===== config.mk =====
export PLATFORM = sky130hd
export DESIGN_NAME = heading_pid_thruster_drive
export DESIGN_NICKNAME = d
export VERILOG_FILES = /design/src/rtl/hpid_pkg.sv /design/src/rtl/hpid_cfg.sv /design/src/rtl/hpid_track.sv /design/src/rtl/hpid_mult.sv /design/src/rtl/hpid_drive.sv /design/src/rtl/heading_pid_thruster_drive.sv
export SDC_FILE = /design/constraint.sdc
export NUM_CORES = 2
export LEC_CHECK = 0
export ABC_AREA = 1
export BUFFER_PORTS_ARGS = -buffer_cell sky130_fd_sc_hd__buf_2
export CORE_UTILIZATION = 30
export DETAILED_ROUTE_END_ITERATION = 16
export MAX_ROUTING_LAYER = met4
export SKIP_LAST_GASP = 1
export SLEW_MARGIN = 20
export SYNTH_ARGS = -nofsm -noshare
export SYNTH_HDL_FRONTEND = slang
export SYNTH_SLANG_ARGS = --single-unit

===== constraint.sdc =====
create_clock -name clk -period 11.6 [get_ports clk]
set_input_delay 0.58 -clock clk [delete_from_list [all_inputs] [get_ports clk]]
set_output_delay 0.58 -clock clk [all_outputs]
set_load 0.1 [all_outputs]

===== src/rtl/hpid_pkg.sv =====
// Shared types, constants and configuration register codes for the heading PID drive.
package hpid_pkg;

    localparam int HEAD_W     = 13;
    localparam int FULL_TURN  = 5760;
    localparam int HALF_TURN  = 2880;
    localparam int DRIVE_MAX  = 100;
    localparam int FRAC_BITS  = 12;
    localparam int DRIVE_FULL = DRIVE_MAX << FRAC_BITS;

    localparam int ERR_W    = 13;
    localparam int DERIV_W  = 14;
    localparam int INTEG_W  = 21;
    localparam int ISUM_W   = 22;
    localparam int PTERM_W  = 29;
    localparam int DTERM_W  = 30;
    localparam int ITERM_W  = 37;
    localparam int SUM_W    = 38;
    localparam int CMD_W    = SUM_W - FRAC_BITS;
    localparam int DRIVE_W  = 8;

    localparam int CFG_INDEX_W = 3;
    localparam int CFG_DATA_W  = 20;

    localparam logic [15:0] GAIN_P_RESET       = 16'd256;
    localparam logic [15:0] GAIN_I_RESET       = 16'd16;
    localparam logic [15:0] GAIN_D_RESET       = 16'd0;
    localparam logic [19:0] INTEG_LIMIT_RESET  = 20'd16000;
    localparam logic [11:0] STABLE_LIMIT_RESET = 12'd160;
    localparam logic [15:0] WINDOW_MS_RESET    = 16'd5000;

    typedef enum logic [CFG_INDEX_W-1:0] {
        CFG_GAIN_P       = 3'd0,
        CFG_GAIN_I       = 3'd1,
        CFG_GAIN_D       = 3'd2,
        CFG_INTEG_LIMIT  = 3'd3,
        CFG_STABLE_LIMIT = 3'd4,
        CFG_WINDOW_MS    = 3'd5
    } cfg_index_t;

    typedef enum logic {
        KIND_TICK   = 1'b0,
        KIND_TARGET = 1'b1
    } item_kind_t;

    typedef struct packed {
        logic [15:0] gain_p;
        logic [15:0] gain_i;
        logic [15:0] gain_d;
        logic [19:0] integ_limit;
        logic [11:0] stable_limit;
        logic [15:0] window_ms;
    } cfg_t;

    typedef struct packed {
        item_kind_t        kind;
        logic [HEAD_W-1:0] measured;
        logic [HEAD_W-1:0] target;
        logic [31:0]       uptime;
    } item_t;

    typedef struct packed {
        logic signed [PTERM_W-1:0] pterm;
        logic signed [DERIV_W-1:0] deriv;
        logic signed [INTEG_W-1:0] integ;
        logic                      stable;
    } track_t;

    typedef struct packed {
        logic signed [PTERM_W-1:0] pterm;
        logic signed [DTERM_W-1:0] dterm;
        logic signed [ITERM_W-1:0] iterm;
        logic                      stable;
    } prod_t;

endpackage


===== src/rtl/hpid_cfg.sv =====
// Configuration register file of the heading PID drive.
module hpid_cfg
    import hpid_pkg::*;
(
    input  logic                   clk,
    input  logic                   rst_n,
    input  logic                   cfg_valid,
    input  logic [CFG_INDEX_W-1:0] cfg_index,
    input  logic [CFG_DATA_W-1:0]  cfg_data,
    output cfg_t                   cfg
);

    cfg_t cfg_reg;

    always_ff @(posedge clk or negedge rst_n)
    begin
        if (!rst_n)
        begin
            cfg_reg.gain_p       <= GAIN_P_RESET;
            cfg_reg.gain_i       <= GAIN_I_RESET;
            cfg_reg.gain_d       <= GAIN_D_RESET;
            cfg_reg.integ_limit  <= INTEG_LIMIT_RESET;
            cfg_reg.stable_limit <= STABLE_LIMIT_RESET;
            cfg_reg.window_ms    <= WINDOW_MS_RESET;
        end
        else if (cfg_valid)
        begin
            case (cfg_index)
                CFG_GAIN_P:       cfg_reg.gain_p       <= cfg_data[15:0];
                CFG_GAIN_I:       cfg_reg.gain_i       <= cfg_data[15:0];
                CFG_GAIN_D:       cfg_reg.gain_d       <= cfg_data[15:0];
                CFG_INTEG_LIMIT:  cfg_reg.integ_limit  <= cfg_data[19:0];
                CFG_STABLE_LIMIT: cfg_reg.stable_limit <= cfg_data[11:0];
                CFG_WINDOW_MS:    cfg_reg.window_ms    <= cfg_data[15:0];
                default:          ;
            endcase
        end
    end

    assign cfg = cfg_reg;

endmodule


===== src/rtl/hpid_track.sv =====
// Error wrap, controller state update, proportional product and stability window.
module hpid_track
    import hpid_pkg::*;
(
    input  logic   clk,
    input  logic   rst_n,
    input  cfg_t   cfg,
    input  item_t  item,
    input  logic   item_valid,
    input  logic   advance,
    output track_t result,
    output logic   result_valid
);

    logic [HEAD_W-1:0]         wanted_reg;
    logic                      first_pass_reg;
    logic signed [ERR_W-1:0]   last_error_reg;
    logic signed [INTEG_W-1:0] integ_reg;
    logic [31:0]               window_start_reg;
    track_t                    result_reg;
    logic                      result_valid_reg;

    logic                      consume;
    logic                      is_tick;
    logic [14:0]               shifted;
    logic [HEAD_W-1:0]         wrapped;
    logic signed [ERR_W-1:0]   err;
    logic [11:0]               abs_err;
    logic signed [DERIV_W-1:0] deriv_raw;
    logic signed [ISUM_W-1:0]  isum;
    logic signed [ISUM_W-1:0]  lim_pos;
    logic signed [ISUM_W-1:0]  lim_neg;
    logic signed [INTEG_W-1:0] integ_clamped;
    logic signed [PTERM_W+1:0] err_wide;
    logic signed [PTERM_W+1:0] gain_wide;
    logic signed [PTERM_W+1:0] prod_wide;
    logic signed [PTERM_W-1:0] pterm;
    logic signed [PTERM_W-1:0] full_pos;
    logic signed [PTERM_W-1:0] full_neg;
    logic                      full_drive;
    logic signed [DERIV_W-1:0] deriv_next;
    logic signed [INTEG_W-1:0] integ_next;
    logic [31:0]               window_tmp;
    logic [31:0]               elapsed;
    logic                      stable_next;
    logic [31:0]               window_next;

    assign consume = item_valid && advance;
    assign is_tick = (item.kind == KIND_TICK);

    // Bias the difference by two turns so it stays positive, then take it modulo one turn.
    always_comb
    begin
        shifted = 15'(wanted_reg) + 15'(2 * FULL_TURN) - 15'(item.measured);
        if (shifted >= 15'(3 * FULL_TURN))
            wrapped = 13'(shifted - 15'(3 * FULL_TURN));
        else if (shifted >= 15'(2 * FULL_TURN))
            wrapped = 13'(shifted - 15'(2 * FULL_TURN));
        else if (shifted >= 15'(FULL_TURN))
            wrapped = 13'(shifted - 15'(FULL_TURN));
        else
            wrapped = 13'(shifted);

        if (wrapped >= 13'(HALF_TURN))
            err = $signed(wrapped - 13'(FULL_TURN));
        else
            err = $signed(wrapped);

        abs_err = (err < 0) ? 12'(-err) : 12'(err);
    end

    always_comb
    begin
        if (first_pass_reg)
        begin
            deriv_raw = '0;
            isum      = 22'(err);
        end
        else
        begin
            deriv_raw = 14'(err) - 14'(last_error_reg);
            isum      = 22'(integ_reg) + 22'(err);
        end

        lim_pos = $signed({2'b00, cfg.integ_limit});
        lim_neg = -lim_pos;
        if (isum > lim_pos)
            integ_clamped = 21'(lim_pos);
        else if (isum < lim_neg)
            integ_clamped = 21'(lim_neg);
        else
            integ_clamped = 21'(isum);
    end

    always_comb
    begin
        err_wide   = 31'(err);
        gain_wide  = $signed({15'b0, cfg.gain_p});
        prod_wide  = err_wide * gain_wide;
        pterm      = 29'(prod_wide);
        full_pos   = 29'(DRIVE_FULL);
        full_neg   = -full_pos;
        full_drive = (pterm >= full_pos) || (pterm <= full_neg);

        // At full proportional drive the integral and derivative are dropped.
        deriv_next = full_drive ? '0 : deriv_raw;
        integ_next = full_drive ? '0 : integ_clamped;
    end

    always_comb
    begin
        window_tmp  = (abs_err > cfg.stable_limit) ? item.uptime : window_start_reg;
        elapsed     = item.uptime - window_tmp;
        stable_next = (elapsed > {16'b0, cfg.window_ms});
        window_next = stable_next ? item.uptime : window_tmp;
    end

    always_ff @(posedge clk or negedge rst_n)
    begin
        if (!rst_n)
        begin
            wanted_reg       <= '0;
            first_pass_reg   <= 1'b1;
            last_error_reg   <= '0;
            integ_reg        <= '0;
            window_start_reg <= '0;
            result_valid_reg <= 1'b0;
        end
        else
        begin
            if (advance)
                result_valid_reg <= item_valid && is_tick;
            if (consume)
            begin
                first_pass_reg <= 1'b0;
                if (is_tick)
                begin
                    last_error_reg   <= err;
                    integ_reg        <= integ_next;
                    window_start_reg <= window_next;
                end
                else
                begin
                    wanted_reg     <= item.target;
                    last_error_reg <= '0;
                    integ_reg      <= '0;
                end
            end
        end
    end

    always_ff @(posedge clk)
    begin
        if (consume && is_tick)
        begin
            result_reg.pterm  <= pterm;
            result_reg.deriv  <= deriv_next;
            result_reg.integ  <= integ_next;
            result_reg.stable <= stable_next;
        end
    end

    assign result       = result_reg;
    assign result_valid = result_valid_reg;

    a_full_drive_clears_integral: assert property (
        @(posedge clk) disable iff (!rst_n)
        (consume && is_tick && full_drive) |=> (integ_reg == '0)
    ) else $error("integral kept after a full-drive tick");

endmodule


===== src/rtl/hpid_mult.sv =====
// Derivative and integral gain products, one register stage.
module hpid_mult
    import hpid_pkg::*;
(
    input  logic   clk,
    input  logic   rst_n,
    input  cfg_t   cfg,
    input  track_t track,
    input  logic   track_valid,
    input  logic   advance,
    output prod_t  prod,
    output logic   prod_valid
);

    prod_t prod_reg;
    logic  prod_valid_reg;

    logic signed [DTERM_W-1:0] deriv_wide;
    logic signed [DTERM_W-1:0] gain_d_wide;
    logic signed [ITERM_W-1:0] integ_wide;
    logic signed [ITERM_W-1:0] gain_i_wide;

    always_comb
    begin
        deriv_wide  = 30'(track.deriv);
        gain_d_wide = $signed({14'b0, cfg.gain_d});
        integ_wide  = 37'(track.integ);
        gain_i_wide = $signed({21'b0, cfg.gain_i});
    end

    always_ff @(posedge clk or negedge rst_n)
    begin
        if (!rst_n)
            prod_valid_reg <= 1'b0;
        else if (advance)
            prod_valid_reg <= track_valid;
    end

    always_ff @(posedge clk)
    begin
        if (advance && track_valid)
        begin
            prod_reg.pterm  <= track.pterm;
            prod_reg.dterm  <= deriv_wide * gain_d_wide;
            prod_reg.iterm  <= integ_wide * gain_i_wide;
            prod_reg.stable <= track.stable;
        end
    end

    assign prod       = prod_reg;
    assign prod_valid = prod_valid_reg;

endmodule


===== src/rtl/hpid_drive.sv =====
// Command sum, fixed-point scaling, drive clamp and the output register.
module hpid_drive
    import hpid_pkg::*;
(
    input  logic                      clk,
    input  logic                      rst_n,
    input  prod_t                     prod,
    input  logic                      prod_valid,
    input  logic                      advance,
    output logic signed [DRIVE_W-1:0] bow_drive,
    output logic signed [DRIVE_W-1:0] stern_drive,
    output logic                      heading_stable,
    output logic                      out_valid
);

    logic signed [DRIVE_W-1:0] bow_reg;
    logic signed [DRIVE_W-1:0] stern_reg;
    logic                      stable_reg;
    logic                      out_valid_reg;

    logic signed [SUM_W-1:0]   sum;
    logic signed [CMD_W-1:0]   cmd;
    logic signed [CMD_W-1:0]   max_pos;
    logic signed [CMD_W-1:0]   max_neg;
    logic signed [DRIVE_W-1:0] bow_next;

    always_comb
    begin
        sum     = 38'(prod.pterm) + 38'(prod.dterm) + 38'(prod.iterm);
        // Arithmetic shift floors toward minus infinity.
        cmd     = 26'(sum >>> FRAC_BITS);
        max_pos = 26'(DRIVE_MAX);
        max_neg = -max_pos;
        if (cmd > max_pos)
            bow_next = 8'(max_pos);
        else if (cmd < max_neg)
            bow_next = 8'(max_neg);
        else
            bow_next = 8'(cmd);
    end

    always_ff @(posedge clk or negedge rst_n)
    begin
        if (!rst_n)
            out_valid_reg <= 1'b0;
        else if (advance)
            out_valid_reg <= prod_valid;
    end

    always_ff @(posedge clk)
    begin
        if (advance && prod_valid)
        begin
            bow_reg    <= bow_next;
            stern_reg  <= -bow_next;
            stable_reg <= prod.stable;
        end
    end

    assign bow_drive      = bow_reg;
    assign stern_drive    = stern_reg;
    assign heading_stable = stable_reg;
    assign out_valid      = out_valid_reg;

    a_bow_in_range: assert property (
        @(posedge clk) disable iff (!rst_n)
        out_valid |-> (bow_drive <= 8'sd100 && bow_drive >= -8'sd100)
    ) else $error("bow drive outside the percent range");

endmodule


===== src/rtl/heading_pid_thruster_drive.sv =====
// Top level of the heading PID regulator that drives the bow and stern thrusters.
//
// Input channel: each transaction is either a target update (kind set), which
// stores a new wanted heading and clears the integral and previous error, or a
// control tick carrying the measured heading and the uptime in milliseconds.
// Only ticks produce an output transaction: bow and stern drive in percent
// (stern is the negative of bow) and a one-tick heading_stable pulse.
// Configuration: a separate write channel that is always ready; a write to an
// index beyond the register list is dropped. Write it only while idle.
// A tick accepted at the input passes through the input register, the tracking
// stage, the product stage and the output register, in that order.
// Throughput: one transaction per cycle when the receiver keeps up. The
// tracking stage closes the state loop (error wrap, integral clamp and the
// proportional product). Each stage has its own valid bit, so empty stages
// keep filling while the receiver stalls; in_ready drops only once every
// stage holds an item. Reset restores register defaults, the first-pass state
// and clears all valid bits; no transaction is in flight after reset.
module heading_pid_thruster_drive
    import hpid_pkg::*;
(
    input  logic                      clk,
    input  logic                      rst_n,

    input  logic                      in_valid,
    output logic                      in_ready,
    input  logic                      kind,
    input  logic [HEAD_W-1:0]         measured_heading,
    input  logic [HEAD_W-1:0]         target_heading,
    input  logic [31:0]               uptime_ms,

    output logic                      out_valid,
    input  logic                      out_ready,
    output logic signed [DRIVE_W-1:0] bow_drive,
    output logic signed [DRIVE_W-1:0] stern_drive,
    output logic                      heading_stable,

    input  logic                      cfg_valid,
    output logic                      cfg_ready,
    input  logic [CFG_INDEX_W-1:0]    cfg_index,
    input  logic [CFG_DATA_W-1:0]     cfg_data
);

    cfg_t   cfg;
    item_t  item_reg;
    logic   item_valid_reg;
    track_t track;
    logic   track_valid;
    prod_t  prod;
    logic   prod_valid;

    // Stage enables: a stage may load when it is empty or its content moves on.
    logic   out_advance;
    logic   prod_advance;
    logic   track_advance;
    logic   item_advance;

    assign out_advance   = !out_valid || out_ready;
    assign prod_advance  = !prod_valid || out_advance;
    assign track_advance = !track_valid || prod_advance;
    assign item_advance  = !item_valid_reg || track_advance;

    assign in_ready  = item_advance;
    assign cfg_ready = 1'b1;

    hpid_cfg u_cfg (
        .clk       (clk),
        .rst_n     (rst_n),
        .cfg_valid (cfg_valid),
        .cfg_index (cfg_index),
        .cfg_data  (cfg_data),
        .cfg       (cfg)
    );

    // Input register: holds the accepted transaction until the tracking stage takes it.
    always_ff @(posedge clk or negedge rst_n)
    begin
        if (!rst_n)
            item_valid_reg <= 1'b0;
        else if (item_advance)
            item_valid_reg <= in_valid;
    end

    always_ff @(posedge clk)
    begin
        if (item_advance && in_valid)
        begin
            item_reg.kind     <= item_kind_t'(kind);
            item_reg.measured <= measured_heading;
            item_reg.target   <= target_heading;
            item_reg.uptime   <= uptime_ms;
        end
    end

    hpid_track u_track (
        .clk          (clk),
        .rst_n        (rst_n),
        .cfg          (cfg),
        .item         (item_reg),
        .item_valid   (item_valid_reg),
        .advance      (track_advance),
        .result       (track),
        .result_valid (track_valid)
    );

    hpid_mult u_mult (
        .clk         (clk),
        .rst_n       (rst_n),
        .cfg         (cfg),
        .track       (track),
        .track_valid (track_valid),
        .advance     (prod_advance),
        .prod        (prod),
        .prod_valid  (prod_valid)
    );

    hpid_drive u_drive (
        .clk            (clk),
        .rst_n          (rst_n),
        .prod           (prod),
        .prod_valid     (prod_valid),
        .advance        (out_advance),
        .bow_drive      (bow_drive),
        .stern_drive    (stern_drive),
        .heading_stable (heading_stable),
        .out_valid      (out_valid)
    );

    // Backpressure reaches the input only when the whole pipeline is occupied.
    a_ready_only_when_full: assert property (
        @(posedge clk) disable iff (!rst_n)
        !in_ready |-> (item_valid_reg && track_valid && prod_valid && out_valid && !out_ready)
    ) else $error("input stalled while a stage was free");

    // A stalled result must not be overwritten by a later one.
    a_result_held_on_stall: assert property (
        @(posedge clk) disable iff (!rst_n)
        (out_valid && !out_ready) |=> (out_valid && $stable(bow_drive)
                                       && $stable(heading_stable))
    ) else $error("stalled result changed");

endmodule

# Yosys cells after proc, flatten, opt, wreduce, memory -nomap -nowiden
# Index checks and enable logic that the tools add are counted.
[word_totals] ff_bits=418 out_inout_bits=20
[classes] add_sub_neg=14 n_mul=3 order_cmp=13 eq_ne=5 muxes=15 n_bitwise=1 reduce_logical=25
[op_table] operator="two-way mux 21 bit" n=4
[op_table] operator="two-way mux 13 bit" n=5
[op_table] operator="two-way mux 32 bit" n=2
[op_table] operator="adder 31 x 37 -> 38 bit" n=1
[op_table] operator="multiplier 21 x 17 -> 37 bit" n=1
[op_table] operator="> comparator 32 x 16 -> 1 bit" n=1
[op_table] operator="subtractor 32 bit" n=1
[op_table] operator="adder 29 x 30 -> 31 bit" n=1
[op_table] operator="multiplier 14 x 17 -> 30 bit" n=1
[op_table] operator="greater-or-equal comparator 29 x 20 -> 1 bit (second input constant)" n=1
[op_table] operator="less-or-equal comparator 29 x 20 -> 1 bit (second input constant)" n=1
[op_table] operator="multiplier 13 x 17 -> 29 bit" n=1
[op_table] operator="> comparator 26 x 8 -> 1 bit (second input constant)" n=1
[op_table] operator="< comparator 26 x 8 -> 1 bit (second input constant)" n=1
[op_table] operator="subtractor 13 bit (second input constant)" n=2
[op_table] operator="adder 21 x 13 -> 22 bit" n=1
[op_table] operator="> comparator 22 x 21 -> 1 bit" n=1
[op_table] operator="< comparator 22 bit" n=1
[op_table] operator="two-way mux 22 bit" n=1
[op_table] operator="negation 20 -> 22 bit" n=1
[op_table] operator="two-way mux 8 bit" n=2
[op_table] operator="AND reduction 2 bit" n=8
[op_table] operator="adder 13 x 14 -> 15 bit (second input constant)" n=1
[op_table] operator="greater-or-equal comparator 15 x 13 -> 1 bit (second input constant)" n=1
[op_table] operator="21 further kinds" n=35

# Depth between registers and ports, before layout
[depth] depth_word=15 ltp_mapped=74

# By module
# From an unflattened synthesis, not the netlist that was laid out.
[hier_totals] cells_unflattened=7232 hier_area_um2=55827.3
[by_module_without_submodules] module="hpid_mult" instances=1 cells_each=3112 area_per_inst_um2=24663.7 seq_area_each_um2=2937.8
[by_module_without_submodules] module="hpid_track" instances=1 cells_each=2860 area_per_inst_um2=20928.8 seq_area_each_um2=3980.1
[by_module_without_submodules] module="hpid_drive" instances=1 cells_each=759 area_per_inst_um2=4580.6 seq_area_each_um2=505.5
[by_module_without_submodules] module="hpid_cfg" instances=1 cells_each=427 area_per_inst_um2=3787.4 seq_area_each_um2=2421.1
[by_module_without_submodules] module="heading_pid_thruster_drive" instances=1 cells_each=74 area_per_inst_um2=1866.8 seq_area_each_um2=1796.7

# Worst setup path after synthesis
# Ideal clock, no wire load.
[synth_timing] path_kind="register to register" from="register u_track.wanted_reg[1]" to="register u_track.result_reg (netlist bit u_track.result[30]), data pin" setup_time_ns=0.140 t_arrival_ns=9.352 setup_slack_ns=2.107 path_stages_with_launch=60 path_buffers=2 synth_period_minus_slack_ns=9.493 cell_sequence="dfrtp_1 > ha_1 > ha_1 > inv_1 > fa_1 > inv_1 > nand3_1 > nand2_2 > nand2_1 > nand3b_1 > nand2_4 > inv_2 > ha_1 > nand3_1 > nor2_1 > nand2_1 > nand3_1 > nand2_2 > (+24 left out) > nand2_1 > o21ai_0 > a21oi_1 > o21ai_1 > nand2_1 > nand2_1 > xor2_1 > nand2_1 > nor2_1 > nand3_1 > nor2_1 > nand4_1 > nor2_1 > nand2_2 > nand2_4 > nand2_2 > buf_6 > a21oi_2"
[synth_between] elab_chain_cells=12 word_cells_on_any_way=20 classes_between="add/sub: 7; mul: 1; order compare: 6; mux: 4; reduce/logical: 2"
[synth_rtl] item="from (decl)" line_no="hpid_track.sv:15" text="logic [HEAD_W-1:0] wanted_reg;"
[synth_rtl] item="from (signal assigned)" line_no="hpid_track.sv:144" text="wanted_reg <= item.target;"
[synth_rtl] item="adder 13 x 14 -> 15 bit *" line_no="hpid_track.sv:54" text="shifted = 15'(wanted_reg) + 15'(2 * FULL_TURN) - 15'(item.measured);"
[synth_rtl] item="subtractor 15 x 13 -> 15 bit *" line_no="hpid_track.sv:54"
[synth_rtl] item="subtractor 13 bit or greater-or-equal comparator 15 x 13 -> 1 bit (tied branches)" line_no="hpid_track.sv:60, hpid_track.sv:59"
[synth_rtl] item="two-way mux 13 bit" line_no="hpid_track.sv:59" text="else if (shifted >= 15'(FULL_TURN))"
[synth_rtl] item="two-way mux 13 bit" line_no="hpid_track.sv:57" text="else if (shifted >= 15'(2 * FULL_TURN))"
[synth_rtl] item="two-way mux 13 bit *" line_no="hpid_track.sv:55" text="if (shifted >= 15'(3 * FULL_TURN))"
[synth_rtl] item="subtractor 13 bit or greater-or-equal comparator 13 x 12 -> 1 bit (tied branches)" line_no="hpid_track.sv:65, hpid_track.sv:64"
[synth_rtl] item="two-way mux 13 bit *" line_no="hpid_track.sv:64" text="if (wrapped >= 13'(HALF_TURN))"
[synth_rtl] item="multiplier 13 x 17 -> 29 bit *" line_no="hpid_track.sv:99" text="prod_wide = err_wide * gain_wide;"
[synth_rtl] item="named net u_track.prod_wide[21]" line_no="hpid_track.sv:36" text="logic signed [PTERM_W+1:0] prod_wide;"
[synth_rtl] item="greater-or-equal comparator 29 x 20 -> 1 bit or less-or-equal comparator 29 x 20 -> 1 bit (tied branches)" line_no="hpid_track.sv:103" text="full_drive = (pterm >= full_pos) || (pterm <= full_neg);"
[synth_rtl] item="logical OR 1 bit *" line_no="hpid_track.sv:103"
[synth_rtl] item="OR reduction 2 bit (no source line) *"
[synth_rtl] item="to (decl)" line_no="hpid_track.sv:20" text="track_t result_reg;"
# The timed path passes the listed nets; every way through them passes the cells marked *.
# A chain may end at the register's enable or synchronous reset.

# Worst setup path in the final report
[layout_timing] from="register u_track.wanted_reg[1]" to="register u_track.result_reg (netlist bit u_track.result[18]), data pin"
[layout_between] word_cells_on_any_way=25 classes_between="add/sub: 7; mul: 1; order compare: 8; mux: 8; reduce/logical: 1"
[layout_rtl] item="adder 13 x 14 -> 15 bit *" line_no="hpid_track.sv:54"
[layout_rtl] item="subtractor 15 x 13 -> 15 bit *" line_no="hpid_track.sv:54"
[layout_rtl] item="subtractor 13 bit or greater-or-equal comparator 15 x 13 -> 1 bit (tied branches)" line_no="hpid_track.sv:60, hpid_track.sv:59"
[layout_rtl] item="two-way mux 13 bit" line_no="hpid_track.sv:59"
[layout_rtl] item="two-way mux 13 bit" line_no="hpid_track.sv:57"
[layout_rtl] item="two-way mux 13 bit *" line_no="hpid_track.sv:55"
[layout_rtl] item="subtractor 13 bit or greater-or-equal comparator 13 x 12 -> 1 bit (tied branches)" line_no="hpid_track.sv:65, hpid_track.sv:64"
[layout_rtl] item="two-way mux 13 bit *" line_no="hpid_track.sv:64"
[layout_rtl] item="multiplier 13 x 17 -> 29 bit *" line_no="hpid_track.sv:99"
[layout_rtl] item="named net u_track.prod_wide[26]" line_no="hpid_track.sv:36"
[layout_rtl] item="greater-or-equal comparator 29 x 20 -> 1 bit or less-or-equal comparator 29 x 20 -> 1 bit (tied branches)" line_no="hpid_track.sv:103"
[layout_rtl] item="logical OR 1 bit *" line_no="hpid_track.sv:103"
[layout_rtl] item="two-way mux 21 bit *" line_no="hpid_track.sv:107" text="integ_next = full_drive ? '0 : integ_clamped;"
[layout_rtl] item="named net u_track.integ_next[17]" line_no="hpid_track.sv:42" text="logic signed [INTEG_W-1:0] integ_next;"
# Marks and branches as above.

==> impl_metrics.tcl <==
set metrics [dict create \
    status "complete, no violations" \
    slew_violations 0 \
    synthFlopType "edfxtp_1" \
    finalNetCount 7652 \
    globalRoute.totalOverflow 0 \
    drtAntennaViolNets 0 \
    wire_per_inst_microns 16.6 \
    tritoncts "built" \
    fin_crit_sh_pct 92.7 \
    grt_pass1_wl_mm 233 \
    dpl.hpwl_mm 115 \
    core_sq_um 174000 \
    io_pins 107 \
    cts_buffer_depth 3 \
    end_kind "register" \
    viasPerCell 4.65 \
    drc_errors 0 \
    synth_edf_count 237 \
    slew-limit-headroom_pct 30.0 \
    synth_xor_xnor_area_share_pct 3.04 \
    async_flop_share_pct 43.2 \
    ys_ff_latch 417 \
    place_congestion 0.925 \
    final_hold_viol_count 0 \
    syn2layout_area_growth_pct 10.1 \
    clk_latency_ns 0.71 \
    critPathLaunchType "register" \
    worstRegToRegCells 56 \
    dieArea_sq_um 177000 \
    drt_pass1_iterations 6 \
    wl_mm 145 \
    syn_inst 6348 \
    hold_class "in -> reg" \
    antenna_found_initial 10 \
    yosysUniqueCellTypes 65 \
    synth_compound_area_share_pct 6.77 \
    worstMarginPinSlew_ns 1.05 \
    yosys.area_share.simple_pct 17.9 \
    criticalPathCategory "reg -> reg" \
    cts_buffers 52 \
    htreeDepth 2 \
    crit_top_cell "nand2_1" \
    grt_usage_pct 17.0 \
    synth_seq_area_share_pct 22.1 \
    period_minus_slack_ns 10.76 \
    vias 40726 \
    die_y_microns 421 \
    whs_path_depth 1 \
    fill_cells 18077 \
    arrival_ns 11.28 \
    die_w_microns 421 \
    drt_iter0_drc 2646 \
    cp.required_ns 12.12 \
    slowest_delay_ns 0.56 \
    fmaxAchievable_mhz 93.0 \
    muxShareOfSynthArea_pct 0.192 \
    clkTransAtPathRegs_ns 0.06 \
    initial_core_util_pct 30.3 \
    grt_pass1_vias 42313 \
    root_buffer "clkbuf_16" \
    synthAdderAreaFrac_pct 38.2 \
    yosys_warnings 0 \
    hold_ws_ns 0.0598 \
    portBuffers 105 \
    setup_violations 0 \
    cp_slowest_cell "fa_1" \
    crit_fanout 15 \
    cts_sinks 417 \
    postSynthAreaPerCell_sq_um 8.30 \
    fin_util_pct 33.3 \
    synth_top_family_by_area "adder cells" \
    fin_skew_ns 0.0994 \
    num_rows 153 \
    syn-num-nets 7628 \
    drive_above_1_share_pct 6.22 \
    grt_max_degree 84 \
    drv_cap 0 \
    largest_register_ff_count 97 \
    synth_area_sq_um 52700 \
]
worst paths after layout:
kind	start	end	slack [ns]
worst min register to register	u_track.result[43]	u_mult.prod[75]	0.41
worst max register to register	u_track.wanted_reg[1]	u_track.result[18]	0.84
min in group asynchronous	rst_n	u_track.window_start_reg[27]	0.49
worst max-delay path	u_track.wanted_reg[1]	u_track.result[18]	0.84
worst min-delay path	uptime_ms[27]	item_reg[27]	0.06
max in group asynchronous	rst_n	u_cfg.cfg[64]	9.01
placed cells by master, fill, tap and decap left out, types with 53 or more instances in the layout:
cell,instances
a21oi_1,252
buf_2,104
dfrtp_1,164
edfxtp_1,237
fa_1,690
ha_1,503
inv_1,1407
nand2_1,1544
nand3_1,180
nor2_1,307
o21ai_0,245
or2_2,53
xnor2_1,64
xor2_1,117
worst max-delay path, delay by kind of cell, from the launching register on:
kind	cells	cell delay, ns
adders and majority gates	12	4.39
and+or+nand+nor	28	3.34
buffers and inverters	10	1.40
AOI/OAI and AO/OA	5	0.87
DFF	1	0.38
xor gates and xnor gates	1	0.19
Yosys cell counts (4+ instances only):
master	number	area [sq um]
a211oi_1	8	60.1
a21boi_0	6	45.0
a21o_1	23	173
a21oi_1	253	1270
a31oi_1	24	150
buf_1	12	45.0
buf_2	13	65.1
clkbuf_1	183	687
clkinv_1	5	18.8
dfrtp_1	164	4100
dfstp_2	16	420
edfxtp_1	237	7120
fa_1	690	13800
ha_1	503	6290
inv_1	1412	5300
inv_2	6	22.5
mux2_2	9	101
nand2_1	1547	5810
nand2_2	22	138
nand2_4	9	101
nand3_1	180	901
nand3_2	18	180
nand3b_1	8	60.1
nand4_1	49	307
nor2_1	309	1160
nor2_2	7	43.8
nor3_1	31	155
nor3b_1	6	45.0
nor4_1	12	75.1
o2111ai_1	4	35.0
o211ai_1	4	30.0
o21a_1	13	97.6
o21ai_0	246	1230
o21ai_1	10	50.1
o21bai_1	7	52.6
o221ai_1	8	70.1
o22ai_1	14	87.6
o31ai_1	9	67.6
or2_2	53	332
xnor2_1	64	561
xor2_1	117	1020
timing repair:
action                                 4_1_cts  5_1_grt
setup endpoints to repair                    0       89
resized for setup                            0       13
endpoints found under the hold margin      117        0
buffers inserted                             0       10
hold buffers                                43        0
metrics by stage:
stage               area [sq um]  setup slack [ns]  instances   TNS, ns
detailed placement         55400             0.525       8589         0
global placement           55400             0.625       8589         0
CTS                        57800             0.397       8730         0
floorplan                  52700              2.11       6348         0
global route               58000          -0.00325       8744  -0.00325
finish                     58000             0.842       8750         0
per-layer routing:
metal / up-vias / GRT usage (%) / share of wire [%] / wire [microns]
met5: - / - / 0 / 0
met4: 0 / 5.19 / 3.0 / 4360
met3: 197 / 1.86 / 5.0 / 7230
met2: 1020 / 28.0 / 48 / 69000
met1: 20023 / 21.9 / 44 / 64500
li1: 19486 / - / - / -
area by class of cell:
cell class              count  area, sq um  share of cell area (%)
multi-input cells        4291        34800                    60.1
clock buffers              64         1400                    2.41
repair inverters            1         5.00                 0.00863
well taps                2325         2910                    5.02
flip-flops and latches    417        11600                    20.1
repair buffers            185         1250                    2.15
diodes                      9         22.5                  0.0388
clock inverters            34          561                   0.967
inverters                1424         5370                    9.26
cell families after synthesis:
kind of cell | after synthesis
AND/OR/NAND/NOR | 2261
buffers and inverters | 1640
adder cells (fa/ha/maj) | 1193
AO/OA/AOI/OAI | 645
flip-flops | 417
XOR/XNOR | 182
multiplexers | 9
other | 1
Power is not shown: default switching activity piles up to over one toggle a cycle in this logic, so the estimate is an artifact.
